$ cat src/hdl/assert_macros.svh
// Assertion macros used by the top level of the datetime-to-epoch block.
`ifndef ASSERT_MACROS_SVH
`define ASSERT_MACROS_SVH

// Check that an expression holds at every clock edge outside reset.
`define RDE_ASSERT_ALWAYS(lbl, ck, rs, expr) \
  lbl: assert property (@(posedge ck) disable iff (rs) (expr)) \
    else $error("rde assertion failed: invariant");

// Check that the consequent holds in the same cycle as the antecedent.
`define RDE_ASSERT_IMPLIES(lbl, ck, rs, ante, cons) \
  lbl: assert property (@(posedge ck) disable iff (rs) (ante) |-> (cons)) \
    else $error("rde assertion failed: implication");

`endif

$ cat src/hdl/rde_pkg.sv
// Shared types, constants and calendar helpers for the datetime-to-epoch block.
`default_nettype none

package rde_pkg;

  localparam int QUEUE_DEPTH = 2;
  localparam int QPTR_W      = $clog2(QUEUE_DEPTH);
  localparam int QCNT_W      = $clog2(QUEUE_DEPTH + 1);

  localparam logic [14:0] EPOCH_YEAR    = 15'd1970;
  localparam logic [14:0] LAST_YEAR     = 15'd9999;
  localparam logic [23:0] DAYS_TO_EPOCH = 24'd719162;
  localparam logic [16:0] SECS_PER_DAY  = 17'd86400;
  localparam logic [11:0] SECS_PER_HOUR = 12'd3600;
  localparam logic [12:0] DIV100_MUL    = 13'd5243;
  localparam int          DIV100_SHIFT  = 19;

  // Decoded sample handed from the front end to the back end.
  typedef struct packed {
    logic [5:0]  sec;
    logic [5:0]  min;
    logic [4:0]  hr;
    logic [7:0]  day;
    logic [3:0]  mon;
    logic [14:0] year;
    logic        ok;     // time fields and month in range
  } rde_item_t;

  typedef struct packed {
    logic full;
    logic empty;
  } rde_qstat_t;

  function automatic logic [7:0] bcd_to_bin(input logic [7:0] v);
    logic [7:0] hi;
    hi = {4'b0000, v[7:4]};
    return {4'b0000, v[3:0]} + (hi << 3) + (hi << 1);
  endfunction

  // Days in the year before the first of the month.
  function automatic logic [8:0] days_before_month(input logic [3:0] mon);
    logic [8:0] d;
    unique case (mon)
      4'd1:    d = 9'd0;
      4'd2:    d = 9'd31;
      4'd3:    d = 9'd59;
      4'd4:    d = 9'd90;
      4'd5:    d = 9'd120;
      4'd6:    d = 9'd151;
      4'd7:    d = 9'd181;
      4'd8:    d = 9'd212;
      4'd9:    d = 9'd243;
      4'd10:   d = 9'd273;
      4'd11:   d = 9'd304;
      4'd12:   d = 9'd334;
      default: d = 9'd0;
    endcase
    return d;
  endfunction

  function automatic logic [4:0] month_length(input logic [3:0] mon, input logic leap);
    logic [4:0] d;
    unique case (mon)
      4'd2:                     d = leap ? 5'd29 : 5'd28;
      4'd4, 4'd6, 4'd9, 4'd11:  d = 5'd30;
      default:                  d = 5'd31;
    endcase
    return d;
  endfunction

endpackage

`default_nettype wire

$ cat src/hdl/rtc_datetime_to_epoch_seconds_top.sv
// Top level: converts raw RTC date/time words into seconds since the Unix epoch.
//
// Input channel (in_valid / in_ready) carries one raw RTC sample per word:
// second, minute, hour, day, month, year and century bytes plus the
// binary_mode and hour_24_mode flags. Output channel (out_valid / out_ready)
// carries epoch_seconds and valid_res; an invalid date gives valid_res = 0
// and epoch_seconds = 0.
// Configuration: cfg_we writes cfg_wdata into century_present; write it only
// while the block is idle. Reset clears it to 0 (two-digit year rule).
// Registers from input accept to output valid: front register, queue entry,
// three back-end stages, output register.
// Throughput: one word per cycle while the receiver does not stall, set by the fully pipelined back end; the
// widest step is the 22 x 17 bit day-to-seconds multiply in the last stage.
// When the receiver stalls the back end fills, then the two-entry queue,
// then the front register, and only then in_ready drops; no word is lost.
// Synchronous reset empties the pipeline and the queue.
`default_nettype none
`include "assert_macros.svh"

module rtc_datetime_to_epoch_seconds_top
  import rde_pkg::*;
(
  input  wire logic        clk,
  input  wire logic        rst,
  input  wire logic        cfg_we,
  input  wire logic        cfg_wdata,
  input  wire logic        in_valid,
  output logic             in_ready,
  input  wire logic [7:0]  raw_second,
  input  wire logic [7:0]  raw_minute,
  input  wire logic [7:0]  raw_hour,
  input  wire logic [7:0]  raw_day,
  input  wire logic [7:0]  raw_month,
  input  wire logic [7:0]  raw_year,
  input  wire logic [7:0]  raw_century,
  input  wire logic        binary_mode,
  input  wire logic        hour_24_mode,
  output logic             out_valid,
  input  wire logic        out_ready,
  output logic [37:0]      epoch_seconds,
  output logic             valid_res
);

  logic       century_present;
  logic       f_valid, f_ready;
  rde_item_t  f_item;
  logic       b_valid, b_ready;
  rde_item_t  b_item;
  rde_qstat_t q_stat;

  // Hold the century mode until the next write.
  always_ff @(posedge clk) begin
    if (rst) begin
      century_present <= 1'b0;
    end else if (cfg_we) begin
      century_present <= cfg_wdata;
    end
  end

  rde_front u_front (
    .clk             (clk),
    .rst             (rst),
    .in_valid        (in_valid),
    .in_ready        (in_ready),
    .raw_second      (raw_second),
    .raw_minute      (raw_minute),
    .raw_hour        (raw_hour),
    .raw_day         (raw_day),
    .raw_month       (raw_month),
    .raw_year        (raw_year),
    .raw_century     (raw_century),
    .binary_mode     (binary_mode),
    .hour_24_mode    (hour_24_mode),
    .century_present (century_present),
    .f_valid         (f_valid),
    .f_ready         (f_ready),
    .f_item          (f_item)
  );

  // Decouple decode from arithmetic so each side can stall on its own.
  rde_queue u_queue (
    .clk       (clk),
    .rst       (rst),
    .in_valid  (f_valid),
    .in_ready  (f_ready),
    .in_item   (f_item),
    .out_valid (b_valid),
    .out_ready (b_ready),
    .out_item  (b_item),
    .stat      (q_stat)
  );

  rde_back u_back (
    .clk           (clk),
    .rst           (rst),
    .b_valid       (b_valid),
    .b_ready       (b_ready),
    .b_item        (b_item),
    .out_valid     (out_valid),
    .out_ready     (out_ready),
    .epoch_seconds (epoch_seconds),
    .valid_res     (valid_res)
  );

  // A rejected date must carry zero seconds.
  `RDE_ASSERT_IMPLIES(a_invalid_zero, clk, rst, out_valid && !valid_res, epoch_seconds == '0)
  // A valid result never passes 9999-12-31 23:59:59.
  `RDE_ASSERT_IMPLIES(a_result_range, clk, rst, out_valid && valid_res, epoch_seconds <= 38'd253402300799)
  // The queue can never be full and empty at once.
  `RDE_ASSERT_ALWAYS(a_queue_state, clk, rst, !(q_stat.full && q_stat.empty))
  // The front end only stalls while the queue is full.
  `RDE_ASSERT_IMPLIES(a_front_stall, clk, rst, f_valid && !f_ready, q_stat.full)

endmodule

`default_nettype wire

$ cat src/hdl/rde_front.sv
// Front end: accept a raw sample, decode BCD and 12-hour fields, form the year.
`default_nettype none

module rde_front
  import rde_pkg::*;
(
  input  wire logic        clk,
  input  wire logic        rst,
  input  wire logic        in_valid,
  output logic             in_ready,
  input  wire logic [7:0]  raw_second,
  input  wire logic [7:0]  raw_minute,
  input  wire logic [7:0]  raw_hour,
  input  wire logic [7:0]  raw_day,
  input  wire logic [7:0]  raw_month,
  input  wire logic [7:0]  raw_year,
  input  wire logic [7:0]  raw_century,
  input  wire logic        binary_mode,
  input  wire logic        hour_24_mode,
  input  wire logic        century_present,
  output logic             f_valid,
  input  wire logic        f_ready,
  output rde_item_t        f_item
);

  logic [7:0]  sec_d, min_d, day_d, mon_d, yr_d, cen_d, hr_base, hr_tmp, hr_d;
  logic [14:0] year_d;
  logic        time_ok, mon_ok;

  always_comb begin
    if (binary_mode) begin
      sec_d   = raw_second;
      min_d   = raw_minute;
      hr_base = {1'b0, raw_hour[6:0]};
      day_d   = raw_day;
      mon_d   = raw_month;
      yr_d    = raw_year;
      cen_d   = raw_century;
    end else begin
      sec_d   = bcd_to_bin(raw_second);
      min_d   = bcd_to_bin(raw_minute);
      hr_base = bcd_to_bin({1'b0, raw_hour[6:0]});
      day_d   = bcd_to_bin(raw_day);
      mon_d   = bcd_to_bin(raw_month);
      yr_d    = bcd_to_bin(raw_year);
      cen_d   = bcd_to_bin(raw_century);
    end
  end

  // Map 12 o'clock to 0, then add 12 for PM.
  always_comb begin
    hr_tmp = (hr_base == 8'd12) ? 8'd0 : hr_base;
    if (hour_24_mode) begin
      hr_d = hr_base;
    end else begin
      hr_d = raw_hour[7] ? hr_tmp + 8'd12 : hr_tmp;
    end
  end

  always_comb begin
    if (century_present && cen_d != 8'd0) begin
      year_d = 15'(cen_d) * 15'd100 + 15'(yr_d);
    end else if (yr_d < 8'd70) begin
      year_d = 15'd2000 + 15'(yr_d);
    end else begin
      year_d = 15'd1900 + 15'(yr_d);
    end
  end

  assign time_ok  = (hr_d <= 8'd23) && (min_d <= 8'd59) && (sec_d <= 8'd59);
  assign mon_ok   = (mon_d >= 8'd1) && (mon_d <= 8'd12);
  assign in_ready = !f_valid || f_ready;

  always_ff @(posedge clk) begin
    if (rst) begin
      f_valid <= 1'b0;
    end else if (in_valid && in_ready) begin
      f_valid <= 1'b1;
    end else if (f_ready) begin
      f_valid <= 1'b0;
    end
  end

  always_ff @(posedge clk) begin
    if (in_valid && in_ready) begin
      f_item.sec  <= sec_d[5:0];
      f_item.min  <= min_d[5:0];
      f_item.hr   <= hr_d[4:0];
      f_item.day  <= day_d;
      f_item.mon  <= mon_d[3:0];
      f_item.year <= year_d;
      f_item.ok   <= time_ok && mon_ok;
    end
  end

endmodule

`default_nettype wire

$ cat src/hdl/rde_queue.sv
// Short flop-based queue between the front end and the back end.
`default_nettype none

module rde_queue
  import rde_pkg::*;
(
  input  wire logic       clk,
  input  wire logic       rst,
  input  wire logic       in_valid,
  output logic            in_ready,
  input  wire rde_item_t  in_item,
  output logic            out_valid,
  input  wire logic       out_ready,
  output rde_item_t       out_item,
  output rde_qstat_t      stat
);

  rde_item_t           entry [QUEUE_DEPTH];
  logic [QPTR_W-1:0]   wr_ptr, rd_ptr;
  logic [QCNT_W-1:0]   count, count_next;
  logic                push, pop;

  assign stat.full  = (count == QCNT_W'(QUEUE_DEPTH));
  assign stat.empty = (count == '0);
  assign in_ready   = !stat.full;
  assign out_valid  = !stat.empty;
  assign out_item   = entry[rd_ptr];
  assign push       = in_valid && in_ready;
  assign pop        = out_valid && out_ready;

  always_comb begin
    count_next = count;
    if (push && !pop) begin
      count_next = count + 1'b1;
    end else if (pop && !push) begin
      count_next = count - 1'b1;
    end
  end

  always_ff @(posedge clk) begin
    if (rst) begin
      wr_ptr <= '0;
      rd_ptr <= '0;
      count  <= '0;
    end else begin
      count <= count_next;
      if (push) begin
        wr_ptr <= wr_ptr + 1'b1;
      end
      if (pop) begin
        rd_ptr <= rd_ptr + 1'b1;
      end
    end
  end

  always_ff @(posedge clk) begin
    if (push) begin
      entry[wr_ptr] <= in_item;
    end
  end

endmodule

`default_nettype wire

$ cat src/hdl/rde_back.sv
// Back end: four-stage pipeline from decoded fields to epoch seconds.
`default_nettype none

module rde_back
  import rde_pkg::*;
(
  input  wire logic       clk,
  input  wire logic       rst,
  input  wire logic       b_valid,
  output logic            b_ready,
  input  wire rde_item_t  b_item,
  output logic            out_valid,
  input  wire logic       out_ready,
  output logic [37:0]     epoch_seconds,
  output logic            valid_res
);

  logic v1, v2, v3;
  logic rdy1, rdy2, rdy3, rdy4;

  // Stage 1: year / 100 by reciprocal, year range
  rde_item_t   s1;
  logic [8:0]  q1;
  logic        yok1;
  logic [27:0] q_prod;

  // Stage 2: leap year, year days, day of year
  logic [4:0]  hr2;
  logic [5:0]  min2, sec2;
  logic [23:0] ydays2;
  logic [8:0]  p100_2, doy2;
  logic        ok2;
  logic [15:0] q100;
  logic [14:0] rem, p;
  logic        rem_zero, leap;
  logic [8:0]  p100;
  logic [4:0]  mlen;
  logic        day_ok;
  logic [8:0]  doy;
  logic [23:0] ydays;

  // Stage 3: day count and time of day
  logic [21:0] days3;
  logic [16:0] tod3;
  logic        ok3;
  logic [23:0] days_full;
  logic [16:0] tod;

  // Stage 4: output register
  logic [38:0] day_secs;

  assign rdy4    = !out_valid || out_ready;
  assign rdy3    = !v3 || rdy4;
  assign rdy2    = !v2 || rdy3;
  assign rdy1    = !v1 || rdy2;
  assign b_ready = rdy1;

  assign q_prod = 28'(b_item.year) * 28'(DIV100_MUL);

  always_comb begin
    q100     = 16'(q1) * 16'd100;
    rem      = s1.year - q100[14:0];
    rem_zero = (rem == '0);
    leap     = (s1.year[1:0] == 2'b00) && (!rem_zero || q1[1:0] == 2'b00);
    p        = s1.year - 15'd1;
    p100     = q1 - 9'(rem_zero);
    mlen     = month_length(s1.mon, leap);
    day_ok   = (s1.day >= 8'd1) && (s1.day <= 8'(mlen));
    doy      = days_before_month(s1.mon) + 9'(leap && s1.mon > 4'd2)
               + 9'(s1.day) - 9'd1;
    ydays    = 24'(p) * 24'd365 + 24'(p >> 2);
  end

  always_comb begin
    days_full = ydays2 - 24'(p100_2) + 24'(p100_2 >> 2) - DAYS_TO_EPOCH + 24'(doy2);
    tod       = 17'(hr2) * 17'(SECS_PER_HOUR) + 17'(min2) * 17'd60 + 17'(sec2);
  end

  assign day_secs = 39'(days3) * 39'(SECS_PER_DAY);

  always_ff @(posedge clk) begin
    if (rst) begin
      v1        <= 1'b0;
      v2        <= 1'b0;
      v3        <= 1'b0;
      out_valid <= 1'b0;
    end else begin
      if (rdy1) v1 <= b_valid;
      if (rdy2) v2 <= v1;
      if (rdy3) v3 <= v2;
      if (rdy4) out_valid <= v3;
    end
  end

  always_ff @(posedge clk) begin
    if (rdy1) begin
      s1   <= b_item;
      q1   <= q_prod[DIV100_SHIFT +: 9];
      yok1 <= (b_item.year >= EPOCH_YEAR) && (b_item.year <= LAST_YEAR);
    end
    if (rdy2) begin
      hr2    <= s1.hr;
      min2   <= s1.min;
      sec2   <= s1.sec;
      ydays2 <= ydays;
      p100_2 <= p100;
      doy2   <= doy;
      ok2    <= s1.ok && yok1 && day_ok;
    end
    if (rdy3) begin
      days3 <= days_full[21:0];
      tod3  <= tod;
      ok3   <= ok2;
    end
    if (rdy4) begin
      epoch_seconds <= ok3 ? day_secs[37:0] + 38'(tod3) : '0;
      valid_res     <= ok3;
    end
  end

endmodule

`default_nettype wire
$ cat config.mk
export PLATFORM = sky130hd
export DESIGN_NAME = rtc_datetime_to_epoch_seconds_top
export DESIGN_NICKNAME = d
export VERILOG_FILES = /design/src/hdl/rde_pkg.sv /design/src/hdl/rtc_datetime_to_epoch_seconds_top.sv /design/src/hdl/rde_front.sv /design/src/hdl/rde_queue.sv /design/src/hdl/rde_back.sv
export VERILOG_INCLUDE_DIRS = /design/src /design/src/hdl
export SDC_FILE = /design/constraint.sdc
export NUM_CORES = 1
export LEC_CHECK = 0
export ABC_AREA = 1
export BUFFER_PORTS_ARGS = -buffer_cell sky130_fd_sc_hd__buf_2
export CAP_MARGIN = 40
export CORE_MARGIN = 4
export CORE_UTILIZATION = 35
export DETAILED_ROUTE_END_ITERATION = 8
export SLEW_MARGIN = 5
export SYNTH_ARGS = -nofsm -noshare
export SYNTH_HDL_FRONTEND = slang
export SYNTH_SLANG_ARGS = --single-unit
export TNS_END_PERCENT = 1
$ cat constraint.sdc
create_clock -name clk -period 6.1 [get_ports clk]
set_input_delay 1.525 -clock clk [delete_from_list [all_inputs] [get_ports clk]]
set_output_delay 1.525 -clock clk [all_outputs]
set_load 0.05 [all_outputs]
==> results.yml <==
yosys:
  synth.avg_cell_area_um2: 9.26
  ys_top_cells_by_area: "edfxtp_1, ha_1, fa_1, inv_1, nand2_1"
  async_reset_ff_share_pct: 0
  postSynthCellCount: 3619
  synth_seq_cells: 347
  synth_edf_count: 327
  synth_flop_cell: "edfxtp_1"
  synth_fp_nets: 4479
  synth.distinct_cells: 55
  syn_area_mm2: 0.0335
  synth_largest_area_cell: "edfxtp_1"
  yosysWarnings: 0
  ys_seq_area_share_pct: 30.5
  synth_top_cell_area_share_pct: 29.3
worst_setup_path:
  start_kind: "flip-flop"
  end_kind: "flip-flop"
  slowest_delay_ns: 0.57
  required_ns: 6.42
  worst-endpoint-arrival_ns: 6.06
  critPathSlowestCell: "fa_1"
  worst-path-buf-inv: 4
  crit_family: "adder cells"
  path_class: "reg2reg"
  path_max_fanout: 4
  crit_top_cell: "nand2_1"
sta:
  hold_violations: 0
  setup_viol: 0
  fmax_mhz: 174
  maxSlewHeadroom_pct: 41.7
  clock_skew_ns: 0.0250
  drv_slew: 0
  grt_setup_unrepaired: "yes"
  finalWorstSetupSlack_ns: 0.359
  fin_crit_sh_pct: 94.1
  worst_pin_slew_ns: 0.870
  fin_crit_ns: 5.74
global_route:
  antenna_found_initial: 5
  grt_pass1_wl_mm: 121
  grt_pass1_vias: 23600
  track_usage_pct: 14.6
  overflow: 0
  grt_max_degree: 52
clock_tree:
  tritoncts: "built"
  clk_pin_slew_ns: 0.07
  cts_buffer_depth: 3
  clock-sinks: 347
  worstSkewPairLatency_ns: 0.58
  htree_levels: 2
  cts_root_buf: "clkbuf_16"
  cts_buffers: 39
status:
  status: "complete, no violations"
placed_design:
  hpwl_mm: 61.7
  gp_congestion: 0.907
  io_buffers: 104
  dp_slack_ns: -0.00353
route:
  antenna_left: 0
  drtIter0Drc: 963
  finalWirelength_mm: 72.6
  vias_per_cell: 4.57
  first_pass_iters: 7
  drc: 0
  vias: 23300
  wire_per_inst_um: 14.2
floorplanning:
  rows: 113
  ios: 105
  die_area_mm2: 0.101
  fp.coreArea_mm2: 0.0950
  start_util_pct: 35.3
  fp.dieW_um: 318
  die_h_um: 318
worst_hold_path:
  hold_path_class: "reg2reg"
job:
  max-cap-violations: 0
layout:
  area_growth_pct: 11.7
  nets: 4664
  utilization_pct: 39.4
  drive_gt1_share_pct: 9.60
## flip-flops by register name (all words and copies together), names as in the netlist, 17 cells and up, named ones only
name	flops
u_queue.entry	90
u_back.days3	22
u_back.ydays2	22
u_back.epoch_seconds	38
u_back.tod3	17
u_back.s1	45
u_front.f_item	45
## per-stage QoR
| stage | instance area, µm² | hold slack [ns] | setup TNS [ns] | std cells |
|---|---|---|---|---|
| 2_1_floorplan | 33500 | 0.400 | 0 | 3619 |
| 3_3_place_gp | 35900 | 0.402 | 0 | 5018 |
| 3_5_place_dp | 36000 | 0.405 | -0.00353 | 5020 |
| 4_1_cts | 37200 | 0.402 | 0 | 5091 |
| 5_1_grt | 37400 | 0.422 | -0.106 | 5099 |
| 6_report | 37400 | 0.402 | 0 | 5100 |
## path summary, 6_finish.rpt
check | startpoint | end | slack, ns | cells after the start
setup / recovery | u_back.q1[3]$_DFFE_PN_ | u_back.doy2[8]$_DFFE_PP_ | 0.36 | 36
hold / removal | u_back.sec2[1]$_DFFE_PP_ | u_back.tod3[1]$_DFFE_PP_ | 0.40 | 0
setup reg to reg | u_back.q1[3]$_DFFE_PN_ | u_back.doy2[8]$_DFFE_PP_ | 0.36 | 36
hold reg to reg | u_back.sec2[1]$_DFFE_PP_ | u_back.tod3[1]$_DFFE_PP_ | 0.40 | 0
## logic make-up (layout without fill, tap and decap cells)
| kind of cell | after synthesis | in the layout | share of synthesized area (%) |
|---|---|---|---|
| AND/OR/NAND/NOR | 1027 | 1027 | 13.3 |
| buffers and inverters | 853 | 1068 | 9.58 |
| adder cells (fa/ha/maj) | 796 | 796 | 34.8 |
| AO/OA/AOI/OAI | 408 | 408 | 6.74 |
| flip-flops | 347 | 347 | 30.5 |
| XOR/XNOR | 159 | 159 | 4.15 |
| multiplexers | 29 | 29 | 0.970 |
| other | 0 | 1 | 0 |
## synth_stat cells, types with 45 or more instances
cell type and instances:
inv_1 819, nand2_1 592, ha_1 570, edfxtp_1 327, fa_1 226, a21oi_1 183, nor2_1 168, o21ai_0 133
nand3_1 114, xor2_1 98, xnor2_1 61, nand4_1 45
## what timing repair did
action                     in CTS  in global routing
resized for setup               1                 43
setup buffers                   0                  8
setup endpoints to repair       1                 11
hold buffers                    0                  0
pin swaps                       0                 17
## layout make-up
type	count	area [µm²]
Antenna cell	1	2.50
Clock buffer	53	1080
Clock inverter	18	173
Fill cell	9544	57600
Inverter	832	3120
Multi-Input combinational cell	2419	20300
Sequential cell	347	10200
Tap cell	1265	1580
Timing Repair Buffer	165	988
## placed cells by master (no fill, tap or decap), types with 61 or more instances in the layout
master,Yosys,final
xor2_1,98,95
o21ai_0,133,126
xnor2_1,61,61
nor2_1,168,163
nand3_1,114,113
buf_2,7,105
nand2_1,592,588
ha_1,570,566
inv_1,819,810
a21oi_1,183,177
fa_1,226,225
edfxtp_1,327,327
## worst register-to-register path, delay by kind of cell (launching register included)
| family | cells | cell delay (ns) |
|---|---|---|
| AO/OA/AOI/OAI | 7 | 0.79 |
| flip-flops | 1 | 0.41 |
| buffers and inverters | 4 | 0.25 |
| XOR/XNOR | 2 | 0.29 |
| adder cells (fa/ha/maj) | 8 | 2.49 |
| AND/OR/NAND/NOR | 15 | 1.25 |
## routing by layer
layer	GRT usage (%)	routed length [µm]	vias to the layer above
met1	18.9	33200	10800
met2	25.8	35500	283
met4	3.48	1490	2
li1	-	-	12100
met5	0	13	-
met3	2.04	2460	72
Power is not shown: default switching activity piles up to over one toggle a cycle in this logic, so the estimate is an artifact.
